## src/rtl/wpd_pkg.sv

```systemverilog
package wpd_pkg;

  localparam int SAMPLE_W     = 16;
  localparam int CHAN_W       = 4;
  localparam int POS_W        = 3;
  localparam int FRAME_W      = 24;
  localparam int POINT_W      = 16;
  localparam int PROD_W       = FRAME_W + POINT_W + 1;
  localparam int MAX_CH       = 8;
  localparam int RESULT_LIMIT = 64;
  localparam int CNT_W        = 7;
  localparam int CAP_SHIFT    = 6;
  localparam int CFG_IDX_W    = 2;
  localparam int CFG_DATA_W   = 24;

  localparam logic [CFG_IDX_W-1:0] REG_CHANNEL_COUNT = 2'd0;
  localparam logic [CFG_IDX_W-1:0] REG_FRAME_COUNT   = 2'd1;
  localparam logic [CFG_IDX_W-1:0] REG_POINT_COUNT   = 2'd2;

  localparam logic [CHAN_W-1:0]  RST_CHANNEL_COUNT = 4'd2;
  localparam logic [FRAME_W-1:0] RST_FRAME_COUNT   = 24'd1;
  localparam logic [POINT_W-1:0] RST_POINT_COUNT   = 16'd1024;

  // effective run settings after clamping
  typedef struct packed {
    logic [CHAN_W-1:0]  channels;
    logic [FRAME_W-1:0] frames;
    logic [POINT_W-1:0] points;
  } wpd_cfg_t;

  typedef struct packed {
    logic [SAMPLE_W-1:0] peak;
    logic [POINT_W-1:0]  bucket_index;
    logic                run_last;
    logic                final_bucket;
  } wpd_result_t;

endpackage

```

## src/rtl/wpd_cfg.sv

```systemverilog
module wpd_cfg
  import wpd_pkg::*;
(
  input  logic                  clk,
  input  logic                  rst,
  input  logic                  cfg_valid,
  output logic                  cfg_ready,
  input  logic [CFG_IDX_W-1:0]  cfg_index,
  input  logic [CFG_DATA_W-1:0] cfg_data,
  output wpd_cfg_t              cfg,
  output logic                  restart
);

  logic [CHAN_W-1:0]      channel_count;
  logic [FRAME_W-1:0]     frame_count;
  logic [POINT_W-1:0]     point_count;
  logic [FRAME_W+CAP_SHIFT-1:0] point_cap;
  logic                   wr;

  assign cfg_ready = 1'b1;
  assign wr        = cfg_valid && cfg_ready;

  always_ff @(posedge clk) begin
    if (rst) begin
      channel_count <= RST_CHANNEL_COUNT;
      frame_count   <= RST_FRAME_COUNT;
      point_count   <= RST_POINT_COUNT;
      restart       <= 1'b1;
    end else begin
      restart <= 1'b0;
      if (wr) begin
        case (cfg_index)
          REG_CHANNEL_COUNT: begin
            channel_count <= cfg_data[CHAN_W-1:0];
            restart       <= 1'b1;
          end
          REG_FRAME_COUNT: begin
            frame_count <= cfg_data[FRAME_W-1:0];
            restart     <= 1'b1;
          end
          REG_POINT_COUNT: begin
            point_count <= cfg_data[POINT_W-1:0];
            restart     <= 1'b1;
          end
          default: ;
        endcase
      end
    end
  end

  // at most 64 buckets may close on one frame
  assign point_cap = {frame_count, {CAP_SHIFT{1'b0}}};

  always_comb begin
    if (channel_count == '0)
      cfg.channels = CHAN_W'(1);
    else if (channel_count > CHAN_W'(MAX_CH))
      cfg.channels = CHAN_W'(MAX_CH);
    else
      cfg.channels = channel_count;
    cfg.frames = frame_count;
    if ((FRAME_W+CAP_SHIFT)'(point_count) < point_cap)
      cfg.points = point_count;
    else
      cfg.points = point_cap[POINT_W-1:0];
  end

endmodule

```

## src/rtl/wpd_engine.sv

```systemverilog
module wpd_engine
  import wpd_pkg::*;
(
  input  logic                clk,
  input  logic                rst,
  input  wpd_cfg_t            cfg,
  input  logic                restart,
  input  logic                in_valid,
  output logic                in_ready,
  input  logic [SAMPLE_W-1:0] in_sample,
  input  logic                out_free,
  output logic                out_load,
  output wpd_result_t         out_result
);

  logic                hold_valid;
  logic [SAMPLE_W-1:0] hold_sample;
  logic                absorbed;
  logic [CNT_W-1:0]    n_res;
  logic [POS_W-1:0]    chan_pos;
  logic [FRAME_W-1:0]  frames_done;
  logic [POINT_W-1:0]  next_bucket;
  logic [SAMPLE_W-1:0] running_peak;
  logic [PROD_W-1:0]   bep, bep_nx, fp, fp_nx;

  logic                absorbed_next;
  logic [CNT_W-1:0]    n_res_next;
  logic [POS_W-1:0]    chan_pos_next;
  logic [FRAME_W-1:0]  frames_done_next;
  logic [POINT_W-1:0]  next_bucket_next;
  logic [SAMPLE_W-1:0] running_peak_next;
  logic [PROD_W-1:0]   bep_next, bep_nx_next, fp_next, fp_nx_next;

  logic                emit, done, step;
  logic                nonzero, live, wrap, frame_done;
  logic                room_now, room_after, nb_lt, nb1_lt;
  logic                pre_due, pre_more, post_more, post_due;
  logic [SAMPLE_W-1:0] mag, peak_abs;
  logic [PROD_W-1:0]   bep_step, fp_step;

  assign nonzero    = cfg.points != '0;
  assign live       = nonzero && (frames_done < cfg.frames);
  assign wrap       = (CHAN_W'(chan_pos) + CHAN_W'(1)) >= cfg.channels;
  assign frame_done = live && wrap;
  assign room_now   = n_res < CNT_W'(RESULT_LIMIT);
  assign room_after = n_res < CNT_W'(RESULT_LIMIT - 1);
  assign nb_lt      = next_bucket < cfg.points;
  assign nb1_lt     = ((POINT_W+1)'(next_bucket) + (POINT_W+1)'(1)) < (POINT_W+1)'(cfg.points);
  assign mag        = hold_sample[SAMPLE_W-1] ? SAMPLE_W'(-hold_sample) : hold_sample;
  assign bep_step   = bep_nx + PROD_W'(cfg.frames);
  assign fp_step    = fp_nx + PROD_W'(cfg.points);

  assign pre_due  = !absorbed && room_now && nb_lt && (bep < fp);
  assign pre_more = room_after && nb1_lt && (bep_nx < fp);

  always_comb begin
    emit              = 1'b0;
    done              = 1'b0;
    post_more         = 1'b0;
    post_due          = 1'b0;
    peak_abs          = running_peak;
    absorbed_next     = absorbed;
    n_res_next        = n_res;
    chan_pos_next     = chan_pos;
    frames_done_next  = frames_done;
    next_bucket_next  = next_bucket;
    running_peak_next = running_peak;
    bep_next          = bep;
    bep_nx_next       = bep_nx;
    fp_next           = fp;
    fp_nx_next        = fp_nx;
    out_result.peak         = running_peak;
    out_result.bucket_index = next_bucket;
    out_result.final_bucket = next_bucket == (cfg.points - POINT_W'(1));
    out_result.run_last     = 1'b0;

    // absorb the held sample; base peak depends on whether a bucket just left
    if (!absorbed && !(pre_due && pre_more) && live) begin
      if (frame_done) begin
        chan_pos_next    = '0;
        frames_done_next = frames_done + FRAME_W'(1);
        fp_next          = fp_nx;
        fp_nx_next       = fp_step;
      end else begin
        chan_pos_next = chan_pos + POS_W'(1);
      end
    end

    if (pre_due) begin
      emit             = 1'b1;
      next_bucket_next = next_bucket + POINT_W'(1);
      bep_next         = bep_nx;
      bep_nx_next      = bep_step;
      n_res_next       = n_res + CNT_W'(1);
      if (pre_more) begin
        running_peak_next = '0;
      end else begin
        running_peak_next = live ? mag : '0;
        absorbed_next     = 1'b1;
        post_more         = room_after && nb1_lt && frame_done && (bep_nx < fp_nx);
        done              = !post_more;
        out_result.run_last = !post_more;
      end
    end else if (!absorbed) begin
      absorbed_next = 1'b1;
      if (live && (mag > running_peak))
        peak_abs = mag;
      post_due = room_now && nb_lt && frame_done && (bep < fp_nx);
      if (post_due) begin
        emit              = 1'b1;
        out_result.peak   = peak_abs;
        next_bucket_next  = next_bucket + POINT_W'(1);
        bep_next          = bep_nx;
        bep_nx_next       = bep_step;
        running_peak_next = '0;
        n_res_next        = n_res + CNT_W'(1);
        post_more         = room_after && nb1_lt && (bep_nx < fp_nx);
        done              = !post_more;
        out_result.run_last = !post_more;
      end else begin
        running_peak_next = peak_abs;
        done              = 1'b1;
      end
    end else begin
      // drain buckets closed by the absorbed frame
      emit              = 1'b1;
      next_bucket_next  = next_bucket + POINT_W'(1);
      bep_next          = bep_nx;
      bep_nx_next       = bep_step;
      running_peak_next = '0;
      n_res_next        = n_res + CNT_W'(1);
      post_more         = room_after && nb1_lt && (bep_nx < fp);
      done              = !post_more;
      out_result.run_last = !post_more;
    end

    if (done) begin
      absorbed_next = 1'b0;
      n_res_next    = '0;
    end
  end

  assign step     = hold_valid && (!emit || out_free);
  assign out_load = step && emit;
  assign in_ready = !restart && (!hold_valid || (step && done));

  always_ff @(posedge clk) begin
    if (rst) begin
      hold_valid <= 1'b0;
      absorbed   <= 1'b0;
      n_res      <= '0;
    end else if (restart) begin
      hold_valid <= 1'b0;
      absorbed   <= 1'b0;
      n_res      <= '0;
    end else begin
      if (in_valid && in_ready)
        hold_valid <= 1'b1;
      else if (step && done)
        hold_valid <= 1'b0;
      if (step) begin
        absorbed <= absorbed_next;
        n_res    <= n_res_next;
      end
    end
  end

  always_ff @(posedge clk) begin
    if (in_valid && in_ready)
      hold_sample <= in_sample;
    if (restart) begin
      chan_pos     <= '0;
      frames_done  <= '0;
      next_bucket  <= '0;
      running_peak <= '0;
      bep          <= PROD_W'(cfg.frames);
      bep_nx       <= PROD_W'({cfg.frames, 1'b0});
      fp           <= PROD_W'(cfg.points);
      fp_nx        <= PROD_W'({cfg.points, 1'b0});
    end else if (step) begin
      chan_pos     <= chan_pos_next;
      frames_done  <= frames_done_next;
      next_bucket  <= next_bucket_next;
      running_peak <= running_peak_next;
      bep          <= bep_next;
      bep_nx       <= bep_nx_next;
      fp           <= fp_next;
      fp_nx        <= fp_nx_next;
    end
  end

endmodule

```

## src/rtl/wpd_out.sv

```systemverilog
module wpd_out
  import wpd_pkg::*;
(
  input  logic                clk,
  input  logic                rst,
  input  logic                load,
  input  wpd_result_t         result,
  output logic                free,
  output logic                m_tvalid,
  input  logic                m_tready,
  output logic [31:0]         m_tdata,
  output logic                m_tlast,
  output logic                m_tuser
);

  wpd_result_t word;

  assign free = !m_tvalid || m_tready;

  always_ff @(posedge clk) begin
    if (rst)
      m_tvalid <= 1'b0;
    else if (load)
      m_tvalid <= 1'b1;
    else if (m_tready)
      m_tvalid <= 1'b0;
  end

  always_ff @(posedge clk) begin
    if (load)
      word <= result;
  end

  assign m_tdata = {word.bucket_index, word.peak};
  assign m_tlast = word.run_last;
  assign m_tuser = word.final_bucket;

endmodule

```

## src/rtl/waveform_peak_decimator_core.sv

```systemverilog
// Peak-decimation waveform overview. Interleaved signed samples of a clip of
// frame_count frames are split into point_count buckets; each bucket reports
// the largest absolute sample over all its channels, in index order, as soon
// as its last frame is complete (empty buckets report zero). The block takes
// one sample per cycle while a sample releases at most one bucket and the
// output is free; a sample that releases more buckets keeps the engine and
// stalls the input while they drain, since the bucket drain hands one word
// per cycle to the output register, and a stalled output stalls the drain.
// At most 64 words follow one sample; held-over empty buckets go out ahead
// of the next sample. Any write to a listed register restarts the run and
// holds the input while its restart strobe is high.
module waveform_peak_decimator_core
  import wpd_pkg::*;
(
  input  logic                  clk,
  input  logic                  rst,
  input  logic                  s_tvalid,
  output logic                  s_tready,
  input  logic [15:0]           s_tdata,   // [15:0] sample
  output logic                  m_tvalid,
  input  logic                  m_tready,
  output logic [31:0]           m_tdata,   // [15:0] peak, [31:16] bucket_index
  output logic                  m_tlast,   // run_last
  output logic                  m_tuser,   // [0] final_bucket
  input  logic                  cfg_valid,
  output logic                  cfg_ready,
  input  logic [CFG_IDX_W-1:0]  cfg_index,
  input  logic [CFG_DATA_W-1:0] cfg_data
);

  wpd_cfg_t    cfg;
  wpd_result_t result;
  logic        restart;
  logic        out_free;
  logic        out_load;

  wpd_cfg u_cfg (
    .clk       (clk),
    .rst       (rst),
    .cfg_valid (cfg_valid),
    .cfg_ready (cfg_ready),
    .cfg_index (cfg_index),
    .cfg_data  (cfg_data),
    .cfg       (cfg),
    .restart   (restart)
  );

  wpd_engine u_engine (
    .clk        (clk),
    .rst        (rst),
    .cfg        (cfg),
    .restart    (restart),
    .in_valid   (s_tvalid),
    .in_ready   (s_tready),
    .in_sample  (s_tdata),
    .out_free   (out_free),
    .out_load   (out_load),
    .out_result (result)
  );

  wpd_out u_out (
    .clk      (clk),
    .rst      (rst),
    .load     (out_load),
    .result   (result),
    .free     (out_free),
    .m_tvalid (m_tvalid),
    .m_tready (m_tready),
    .m_tdata  (m_tdata),
    .m_tlast  (m_tlast),
    .m_tuser  (m_tuser)
  );

endmodule

```

## config.mk

```make
export PLATFORM = sky130hd
export DESIGN_NAME = waveform_peak_decimator_core
export DESIGN_NICKNAME = d
export VERILOG_FILES = /design/src/rtl/wpd_pkg.sv /design/src/rtl/wpd_cfg.sv /design/src/rtl/wpd_engine.sv /design/src/rtl/wpd_out.sv /design/src/rtl/waveform_peak_decimator_core.sv
export SDC_FILE = /design/constraint.sdc
export NUM_CORES = 1
export LEC_CHECK = 0
export ABC_AREA = 1
export BUFFER_PORTS_ARGS = -buffer_cell sky130_fd_sc_hd__buf_2
export CAP_MARGIN = 15
export CORE_UTILIZATION = 30
export DETAILED_ROUTE_END_ITERATION = 10
export SKIP_LAST_GASP = 1
export SYNTH_ARGS = -nofsm -noshare
export SYNTH_HDL_FRONTEND = slang
export SYNTH_SLANG_ARGS = --single-unit
export TNS_END_PERCENT = 10
```

## constraint.sdc

```tcl
create_clock -name clk -period 6 [get_ports clk]
set_input_delay 0.9 -clock clk [delete_from_list [all_inputs] [get_ports clk]]
set_output_delay 0.9 -clock clk [all_outputs]
set_load 0.01 [all_outputs]
```

; Word level (Yosys, flattened, before mapping)
; Index checks and enable logic that the tools add are counted.
[classes]
n_addsub = 10
mul = 0
div = 0
magnitude_cmp = 13
n_eq_ne = 4
n_shift = 0
mux = 58
bitwise = 0
reduce_logical = 57
[op_table]
columns = cell, n
row1 = two-way mux 16 bit, 18
row2 = two-way mux 41 bit, 6
row3 = < comparator 41 bit, 4
row4 = two-way mux 17 bit, 4
row5 = two-way mux 25 bit, 2
row6 = two-way mux 24 bit, 2
row7 = adder 41 x 16 -> 41 bit, 1
row8 = adder 41 x 24 -> 41 bit, 1
row9 = < comparator 16 x 30 -> 1 bit, 1
row10 = two-way mux 7 bit, 4
row11 = adder 24 x 1 -> 24 bit (second input constant), 1
row12 = < comparator 24 bit, 1
row13 = logical AND 1 bit, 22
row14 = two-way mux 1 bit, 19
row15 = adder 16 x 1 -> 17 bit (second input constant), 1
row16 = < comparator 17 x 16 -> 1 bit, 1
row17 = adder 16 x 1 -> 16 bit (second input constant), 1
row18 = equality test 16 bit, 1
row19 = greater-than comparator 16 bit, 1
row20 = < comparator 16 bit, 1
row21 = negator 16 bit, 1
row22 = AND reduction 2 bit, 8
row23 = nonzero test 16 bit, 1
row24 = subtractor 16 x 1 -> 16 bit (second input constant), 1
row25 = other kinds (22), 39
[totals]
ff_bits = 328
latchBits = 0
ram_bits = 0
romBits = 0
input_bits = 47
output_inout_bits = 37
word_cells = 167
n_memories = 0

; Longest topological paths before layout
; Gate-level depths: netlist (run 1).
[logic_depth]
depth_word = 18
depth_mapped = 32
ltp_nobuf = 32

; Hierarchy
; From an unflattened synthesis (run 1), not the netlist that was laid out.
[unflattened]
cells_unflattened = 3175
hier_area_um2 = 23491.3
[modules_own_cells]
columns = mod, n_inst, cells_per_inst, area_per_inst_um2, seq_area_each_um2
row1 = wpd_engine, 1, 2847, 20343.3, 5925.7
row2 = wpd_cfg, 1, 289, 2084.5, 900.9
row3 = wpd_out, 1, 39, 1063.5, 1041.0

; Worst setup path after synthesis (run 1)
; No wires, ideal clock.
[synth_path]
path_type = register -> register
startpoint = register u_cfg.frame_count[5]
endpoint = register u_out.word, in the netlist u_out.m_tdata[0] (enable)
setup_time_ns = 0.412
arrival_time_ns = 4.229
required_ns = 5.588
slack_ns = 1.360
stages_incl_launch_ff = 24
path_buffers = 1
synth_period_minus_slack_ns = 4.640
cell_sequence = dfxtp_1 -> inv_1 -> ha_1 -> a21oi_1 -> nor2_1 -> nor3_1 -> nand2_1 -> nand2_2 -> nand2_2 -> nor2_1 -> inv_1 -> ha_1 -> a21oi_1 -> o21ai_0 -> nand2_1 -> o211ai_1 -> nand3_1 -> nand4_1 -> a21oi_1 -> nand4_1 -> nand2_2 -> nand3_2 -> clkinv_1 -> clkbuf_1
[synth_between]
elab_chain_len = 14
[synth_lines]
columns = item, line_no
row1 = start: declaration, wpd_cfg.sv:15  ; logic [FRAME_W-1:0] frame_count;
row2 = start signal: assignment, wpd_cfg.sv:38  ; frame_count <= cfg_data[FRAME_W-1:0];
row3 = branches (longest 9 deep; another with < comparator 16 x 30 -> 1 bit), -
row4 = two-way mux 1 bit (*), wpd_engine.sv:89  ; if (pre_due) begin
row5 = logical NOT 1 bit, wpd_engine.sv:143  ; assign step = hold_valid && (!emit || out_free);
row6 = logical OR 1 bit, wpd_engine.sv:143
row7 = logical AND 1 bit, wpd_engine.sv:143
row8 = logical AND 1 bit (*), wpd_engine.sv:144  ; assign out_load = step && emit;
row9 = net out_load, waveform_peak_decimator_core.sv:35  ; logic out_load;
row10 = end signal: assignment, wpd_out.sv:31  ; word <= result;
row11 = end: declaration, wpd_out.sv:16  ; wpd_result_t word;
; Mark *: on every way through the listed nets, which the timed path passes.
; A chain may end at the register's enable or synchronous reset.

; Worst setup path in the final report (run 1)
[layout_path]
startpoint = register u_cfg.frame_count[9]
endpoint = output port s_tready
[layout_between]
elab_chain_len = 16
[layout_lines]
columns = item, line_no
row1 = branches (longest 13 deep; another with < comparator 16 x 30 -> 1 bit), -
row2 = logical AND 1 bit (*), wpd_engine.sv:145  ; assign in_ready = !restart && (!hold_valid || (step && done));
row3 = logical OR 1 bit (*), wpd_engine.sv:145
row4 = logical AND 1 bit (*), wpd_engine.sv:145
row5 = end: declaration, waveform_peak_decimator_core.sv:18  ; output logic s_tready,
; Mark *: on every way between the ends.

==> flow_summary.toml, run 1 <==
[yosys]
synth_fa_ha_area_frac = 0.158
synth_cells = 3022
synth_compound_gate_area_share = 0.158
synth_top_family_by_area = "simple AND/OR/NAND/NOR gates"
ys_seq_elements = 328
syn_nets = 3357
synth_cell_types = 54
synthXorXnorAreaFrac = 0.0392
yosysWarnings = 0
synthMuxAreaShare = 0.000494
synthesis.area_sq_um = 22800
synth_enable_flop_cells = 130
async_flop_share = 0
ys.flop_type = "dfxtp_1"
synth_seq_area_share = 0.345
synth-simple-area-share = 0.225
synth_area_per_cell_sq_um = 7.54

[clocking]
clock-sinks = 328
cts_tree = "yes"
cts_buffers = 39
post_cts_buffers = 0
htree_levels = 2
ctsLongestPathBuffers = 3
clk_latency_ps = 580
clockRootBuffer = "clkbuf_16"
clkSlewWorstSetupHoldPaths_ps = 60

[placement]
port-buffer-count = 82
globalplace.congestion = 0.944
hpwl_mm = 52.4

[floorplanning]
ios = 84
rows = 100
die_area_sq_um = 77100
core-area_sq_um = 74800
initial_core_util = 0.304
die_h_microns = 278
die_w_microns = 278

[global_route]
grt_pass1_vias = 19309
antenna_found_initial = 2
grt_first_pass_wirelength_mm = 107
grt_max_degree = 59
grt-ovfl-total = 0
grtUsageTotal = 0.174

[setup_path]
cp_slowest_cell = "dfxtp_1"
crit_required_ps = 5100
slowest_delay_ps = 360
crit_family = "simple AND/OR/NAND/NOR gates"
cp_common_cell = "nand2_1"
path_cells = "inv_1 > ha_1 > a21o_1 > nand4_4 > nand2_4 > nand2_1 > nand2_1 > ha_1 > a21oi_1 > o21ai_0 > a21oi_1 > nand4_1 > a21oi_1 > nand4_1 > o21bai_1 > nand2_1 > nand2_1 > nand2_1 > nand2_1 > nand2_1 > nand2_1 > inv_1 > buf_2"
crit_type = "flop to primary output"
start_kind = "flop"
worstPathArrival_ps = 4700
r2r_slack_ps = 920
cp-end-kind = "primary output"
cp_max_fo = 18
worst-path-buf-inv = 3

[power_and_ir_drop]
power_mw = 6.26
p_switching_mw = 2.06
internal_power_mw = 4.20
power_frac_comb = 0.232
power_density_nw_per_um2 = 246
clock_power_share = 0.362
swShare = 0.330
p_seq_frac = 0.406
vdd_drop_max_mv = 0.176
leakagePower_nw = 10.8

[routing]
drcViolationCount = 0
drtIter0Drc = 1504
post_drt_via_cell_ratio = 5.03
drt-wirelength-per-cell_microns = 16.5
drtAntennaViolNets = 0
drtPass1Iterations = 6
num_vias = 20584
drt_wl_total_mm = 67.6

[sta]
relSlewSlack = 0.386
fmax_mhz = 179
drv_slew = 0
grt_setup_unrepaired = "no"
fin_crit_ps = 5600
fin_skew_ps = 32.4
tightest_slew_ps = 920
layout_worst_path_cycle_share = 0.934
finalSetupViolations = 0
finalSetupTns_ps = 0
hold_viol = 0

[finish]
fin_util = 0.340
nets = 3427
drive_above_1_share = 0.0650
areaGrowthSynthToFinish_pct = 11.7
layout_commonest_cell = "nand2_1"
layout_common_cells = "nand2_1, inv_1, a21oi_1"

[worst_hold_path]
worstHoldPathType = "flop to flop"

[outcome]
status = "finished, final reports clean"

[run]
cap_violations = 0
==> layer usage <==
metal,GRT usage,vias to the layer above,part of all wire
met3,0.0293,122,0.055
met2,0.277,513,0.44
met5,0,-,0
met4,0.0623,0,0.033
met1,0.236,9511,0.47
li1,-,10438,-
==> worst reg2reg max path: stages, from the launching register on <==
cell	delay (ps)
dfxtp_1	360
inv_1	130
ha_1	340
a21o_1	160
nand4_4	300
nand2_4	270
nand2_1	70
nand2_1	280
ha_1	320
a21oi_1	170
o21ai_0	110
a21oi_1	170
nand4_1	120
nor2_1	120
buf_4	270
nand3_1	140
nand3_1	120
nor2_1	80
nand2_4	280
inv_2	80
nand2_2	640
o21ai_0	220
==> final cells by class <==
cell class / count / area, sq um
Inverter: 352 / 1320
Clock inverter: 16 / 111
Timing Repair Buffer: 104 / 579
Sequential cell: 328 / 7870
Tap cell: 969 / 1210
Antenna cell: 1 / 2.50
Multi-Input combinational cell: 2267 / 13300
Clock buffer: 56 / 1060
Fill cell: 7985 / 49400
==> path summary, 6_finish.rpt <==
check,start,cells after the start,end
hold / removal,u_cfg.channel_count[1],2,u_cfg.channel_count[1]
setup / recovery,u_cfg.frame_count[9],23,s_tready
setup reg to reg,u_cfg.frame_count[9],21,u_engine.fp_nx[16]
hold reg to reg,u_cfg.channel_count[1],2,u_cfg.channel_count[1]
==> logic make-up (layout without fill, tap and decap cells) <==
logic type | Yosys count | in the layout
XOR/XNOR | 102 | 102
AO/OA/AOI/OAI | 666 | 666
adder cells (fa/ha/maj) | 288 | 288
flip-flops | 328 | 328
other | 1 | 2
multiplexers | 1 | 1
buffers and inverters | 427 | 528
AND/OR/NAND/NOR | 1209 | 1209
==> power by group through the flow <==
stage	Sequential, mW	Clock, mW	Combinational (mW)
2_1_floorplan	2.54	0	1.03
3_3_place_gp	2.59	0	1.42
3_5_place_dp	2.59	0	1.43
4_1_cts	2.54	2.32	1.44
5_1_grt	2.56	2.40	1.65
6_report	2.54	2.27	1.45
==> stage by stage <==
step,area (sq um),setup WS (ps),cells,hold slack [ps]
finish,25500,398,4093,488
global route,25500,6.01,4093,495
CTS,25400,223,4092,479
detailed placement,24200,878,4020,470
global placement,24200,938,4020,471
floorplan,22800,1360,3022,430
==> flip-flops by register name, summed over array words and instances (netlist names), 4 cells and up <==
| name | flops |
|---|---|
| u_cfg.channel_count | 4 |
| u_cfg.frame_count | 24 |
| u_cfg.point_count | 16 |
| u_engine.bep | 41 |
| u_engine.bep_nx | 41 |
| u_engine.fp | 41 |
| u_engine.fp_nx | 41 |
| u_engine.frames_done | 24 |
| u_engine.hold_sample | 16 |
| u_engine.n_res | 7 |
| u_engine.next_bucket | 16 |
| u_engine.running_peak | 16 |
| u_out.m_tdata | 32 |
==> synth_stat cells, types with 12 or more instances <==
cell	number	area [sq um]
edfxtp_1	130	3900
nand4_1	55	344
a21oi_1	307	1540
nor3_1	70	350
dfxtp_1	198	3960
o21bai_1	12	90.1
o21ai_0	218	1090
xnor2_1	28	245
nand2_1	697	2620
ha_1	287	3590
o21a_1	14	105
clkbuf_1	51	191
nor4_1	19	119
inv_1	341	1280
a31oi_1	25	156
o211ai_1	16	120
buf_2	12	60.1
o21ai_1	16	80.1
o22ai_1	26	163
nor2_1	221	830
xor2_1	74	648
nand3_1	99	495
==> timing repair <==
action	CTS	global route
setup endpoints to repair	0	1
hold buffers	0	0
hold endpoints to repair	0	0
gates resized for setup	0	9
(Power assumes the default switching activity.)
==> run 2: changes to the inputs <==
--- a/config.mk
+++ b/config.mk
@@ -6,10 +6,10 @@
 export NUM_CORES = 1
 export LEC_CHECK = 0
 export ABC_AREA = 1
-export BUFFER_PORTS_ARGS = -buffer_cell sky130_fd_sc_hd__buf_2
 export CAP_MARGIN = 15
 export CORE_UTILIZATION = 30
 export DETAILED_ROUTE_END_ITERATION = 10
+export DONT_BUFFER_PORTS = 1
 export SKIP_LAST_GASP = 1
 export SYNTH_ARGS = -nofsm -noshare
 export SYNTH_HDL_FRONTEND = slang
==> flow_summary.toml, run 2 (synthesis results as in run 1) <==
[clocking]
clock-sinks = 328
cts_tree = "yes"
cts_hold_buffers = 0
htree_levels = 2
cts_buffers = 39
clkSlewWorstSetupHoldPaths_ps = 70
clk_latency_ps = 590
ctsLongestPathBuffers = 3
clockRootBuffer = "clkbuf_16"

[floorplanning]
core-area_sq_um = 74800
ios = 84
die_w_microns = 278
rows = 100
initial_core_util = 0.304
die_area_sq_um = 77100
die_h_microns = 278

[routing]
drt_wl_total_mm = 68.1
post_drt_via_cell_ratio = 5.05
drcViolationCount = 0
drtPass1Iterations = 6
drt-wirelength-per-cell_microns = 17.0
num_vias = 20269
drtIter0Drc = 1502
drtAntennaViolNets = 0

[global_route]
antenna_found_initial = 1
grt_pass1_vias = 19158
grt_max_degree = 58
grt-ovfl-total = 0
grtUsageTotal = 0.175
grt_first_pass_wirelength_mm = 107

[sta]
finalSetupTns_ps = 0
layout_worst_path_cycle_share = 0.920
tightest_slew_ps = 887
drv_slew = 0
grt_setup_unrepaired = "no"
hold_viol = 0
fmax_mhz = 181
fin_crit_ps = 5520
fin_skew_ps = 40.0
finalSetupViolations = 0
relSlewSlack = 0.407

[finish]
drive_above_1_share = 0.0411
layout_common_cells = "nand2_1, inv_1, a21oi_1"
n_antenna_cell = 0
layout_commonest_cell = "nand2_1"
stdcell_count = 4010
areaGrowthSynthToFinish_pct = 10.2
fin_util = 0.336
nets = 3345

[placement]
globalplace.congestion = 0.928
hpwl_mm = 52.9
port-buffer-count = 0
dp.cells = 3936

[setup_path]
reg2regPathDepth = 25
cp_slowest_cell = "dfxtp_1"
crit_family = "simple AND/OR/NAND/NOR gates"
rr_endpoint = "u_engine.bep_nx[38]"
slowest_delay_ps = 370
crit_required_ps = 5100
crit_type = "flop to primary output"
worstPathArrival_ps = 4620
worst-path-buf-inv = 3
r2r_slack_ps = 840
cp-end-kind = "primary output"
cp_max_fo = 18
timing.rr.start = "u_cfg.frame_count[5]"
start_kind = "flop"
cp_common_cell = "nand2_1"

[power_and_ir_drop]
leakagePower_nw = 10.5
power_frac_comb = 0.226
internal_power_mw = 4.22
power_density_nw_per_um2 = 251
swShare = 0.329
p_seq_frac = 0.405
vdd_drop_max_mv = 0.208
power_mw = 6.29
p_switching_mw = 2.07
clock_power_share = 0.369

[worst_hold_path]
whs_path_depth = 1
hp-start = "rst"
worstHoldPathType = "input pin to flop"
holdPathEnd = "u_out.m_tvalid"

[run]
cap_violations = 0

[outcome]
status = "finished, final reports clean"
[run 2: how the worst max path moves through the flow]
| stage | from | endpoint | slack (ps) | depth (start not counted) |
|---|---|---|---|---|
| after floorplan | u_cfg.frame_count[5] | u_out.m_tdata[0] | 1360 | 23 |
| after global placement | u_cfg.frame_count[5] | u_engine.bep_nx[34] | 910 | 27 |
| after detailed placement | u_cfg.frame_count[5] | u_engine.bep_nx[38] | 730 | 27 |
| after CTS | u_cfg.frame_count[5] | s_tready | 170 | 31 |
| after global routing | u_cfg.frame_count[5] | s_tready | 10 | 25 |
| final | u_cfg.frame_count[5] | s_tready | 480 | 27 |
[run 2: final cells by class]
cell class / instances / area [sq um]
clock buffers: 57 / 1080
inverters: 352 / 1320
repair buffers: 22 / 181
flip-flops and latches: 328 / 7870
fillers: 7954 / 49700
well taps: 969 / 1210
multi-input cells: 2267 / 13300
clock inverters: 15 / 143
[run 2: metal layers]
metal,global-route usage,part of all wire,up-vias
met5,0,0,-
met4,0.0589,0.032,0
met3,0.0276,0.050,100
met2,0.285,0.45,473
met1,0.234,0.47,9423
li1,-,-,10273
[run 2: power by group through the flow]
stage | Clock, mW | Sequential [mW] | Combinational (mW)
3_3_place_gp | 0 | 2.59 | 1.39
2_1_floorplan | 0 | 2.54 | 1.03
5_1_grt | 2.46 | 2.56 | 1.62
4_1_cts | 2.38 | 2.55 | 1.41
3_5_place_dp | 0 | 2.59 | 1.40
6_report | 2.32 | 2.55 | 1.42
[run 2: repair_timing]
action,CTS,global route
setup buffers,0,2
gates resized for setup,0,7
setup endpoints to repair,0,2
[run 2: stage by stage]
step / area [sq um] / hold slack (ps) / setup WS, ps
3_3_place_gp: 23800 / 467 / 914
2_1_floorplan: 22800 / 430 / 1360
6_report: 25100 / 405 / 482
4_1_cts: 25100 / 371 / 169
5_1_grt: 25100 / 389 / 11.3
3_5_place_dp: 23800 / 469 / 727
==> run 3: changes to the inputs <==
--- a/config.mk
+++ b/config.mk
@@ -7,9 +7,10 @@
 export LEC_CHECK = 0
 export ABC_AREA = 1
 export CAP_MARGIN = 15
-export CORE_UTILIZATION = 30
+export CORE_UTILIZATION = 56
 export DETAILED_ROUTE_END_ITERATION = 10
 export DONT_BUFFER_PORTS = 1
+export PLACE_DENSITY = 0.71
 export SKIP_LAST_GASP = 1
 export SYNTH_ARGS = -nofsm -noshare
 export SYNTH_HDL_FRONTEND = slang
==> flow_summary.toml, run 3 (synthesis results as in run 1) <==
[setup_path]
cp_common_cell = "nand2_1"
crit_type = "flop to primary output"
crit_required_ps = 5100
cp-end-kind = "primary output"
start_kind = "flop"
worstPathArrival_ps = 4740
cp_slowest_cell = "dfxtp_1"
slowest_delay_ps = 380
cp_max_fo = 42

[power_and_ir_drop]
p_switching_mw = 2.05
clock_power_share = 0.368
swShare = 0.328
leakagePower_nw = 10.5
power_density_nw_per_um2 = 255
vdd_drop_max_mv = 0.271
power_frac_comb = 0.226
internal_power_mw = 4.21
p_seq_frac = 0.407

[global_route]
grt_pass1_vias = 19808
grtUsageTotal = 0.320
grt_first_pass_wirelength_mm = 105
antenna_found_initial = 0
grt_max_degree = 66
grt-ovfl-total = 0

[sta]
drv_slew = 0
relSlewSlack = 0.303
finalSetupViolations = 0
fin_crit_ps = 5640
hold_viol = 0
layout_worst_path_cycle_share = 0.940
fin_skew_ps = 29.0
tightest_slew_ps = 1040
worst_slack_ps = 357
fmax_mhz = 177

[placement]
hpwl_mm = 50.4
dpl_worst_slack_ps = 760
globalplace.congestion = 0.948
port-buffer-count = 0
post_dp_cell_area_sq_um = 23200

[routing]
num_vias = 20761
post_drt_via_cell_ratio = 5.83
drt_wl_total_mm = 65.8
drtIter0Drc = 1658
drtPass1Iterations = 8
drtAntennaViolNets = 0
drt-wirelength-per-cell_microns = 18.5
drcViolationCount = 0

[finish]
stdcell_area_sq_um = 24500
layout_commonest_cell = "nand2_1"
areaGrowthSynthToFinish_pct = 7.66
fin_util = 0.615
layout_common_cells = "nand2_1, inv_1, a21oi_1"
nets = 3340
regArea_sq_um = 7870
multi_input_area_sq_um = 13300
n_antenna_cell = 0
drive_above_1_share = 0.0382
nFillCells = 3577

[clocking]
clkSlewWorstSetupHoldPaths_ps = 60
cts_buffers = 40
ctsLongestPathBuffers = 3
htree_levels = 2
post_cts_buffers = 0
clock-sinks = 328
clockRootBuffer = "clkbuf_16"
clk_latency_ps = 590
cts_tree = "yes"

[worst_hold_path]
worstHoldPathType = "input pin to flop"

[run]
cap_violations = 0

[floorplanning]
core-area_sq_um = 39900
ios = 84
die_w_microns = 204
die_h_microns = 204
initial_core_util = 0.571
rows = 73
die_area_sq_um = 41500

[outcome]
status = "finished, final reports clean"
[run 3: cell count changes in the layout (fill, tap and decap cells not counted), moves of 2 or more]
cell | before | now
buf_4 | 20 | 11
clkinv_1 | 4 | 8
clkinv_2 | 7 | 3
inv_6 | 0 | 2
nand2_2 | 11 | 13
nand2_4 | 4 | 2
[run 3: layout make-up]
| class | instances | area share |
|---|---|---|
| timing repair buffer | 16 | 0.00719 |
| multi-input combinational | 2267 | 0.542 |
| inverter | 352 | 0.0539 |
| clock buffer | 59 | 0.0455 |
| tap | 525 | 0.0268 |
| sequential | 328 | 0.321 |
| clock inverter | 14 | 0.00408 |
[run 3: worst paths after layout]
path / from / end / slack (ps) / depth (start not counted)
max: u_cfg.frame_count[7] / s_tready / 360 / 27
min: s_tdata[15] / u_engine.hold_sample[15] / 420 / 0
max reg2reg: u_cfg.frame_count[7] / u_engine.fp_nx[13] / 780 / 25
min reg2reg: u_cfg.point_count[4] / u_cfg.point_count[4] / 490 / 2
[run 3: power by group through the flow]
stage | Combinational [mW] | Sequential, mW | Clock [mW]
after floorplan | 1.03 | 2.54 | 0
after global placement | 1.34 | 2.59 | 0
after detailed placement | 1.38 | 2.59 | 0
after CTS | 1.39 | 2.54 | 2.34
after global routing | 1.60 | 2.56 | 2.42
final | 1.41 | 2.55 | 2.30
[run 3: worst max-delay path: cells and delay by family, from the launching register on]
family | cells | cell delay (ps)
AO/OA/AOI/OAI | 4 | 510
adder cells (fa/ha/maj) | 2 | 620
buffers and inverters | 5 | 810
flip-flops | 1 | 380
AND/OR/NAND/NOR | 16 | 1820
[run 3: metrics by stage]
| step | instances | TNS, ps | power (mW) | hold WS [ps] |
|---|---|---|---|---|
| after CTS | 3559 | 0 | 6.27 | 401 |
| final | 3561 | 0 | 6.27 | 424 |
| after detailed placement | 3486 | 0 | 3.97 | 482 |
| after floorplan | 3022 | 0 | 3.58 | 430 |
| after global placement | 3486 | 0 | 3.93 | 468 |
| after global routing | 3561 | -7.72 | 6.57 | 409 |
[run 3: metal layers]
metal  track usage  vias to the layer above  wire (microns)
li1              -                    10282               -
met1         0.430                     9715           29400
met2         0.520                      659           30000
met3        0.0508                      105            4500
met4         0.113                        0            1900
met5             0                        -               0
[run 3: timing repair]
action,4_1_cts,5_1_grt
hold buffers,0,0
resized for setup,0,7
setup endpoints to repair,0,1
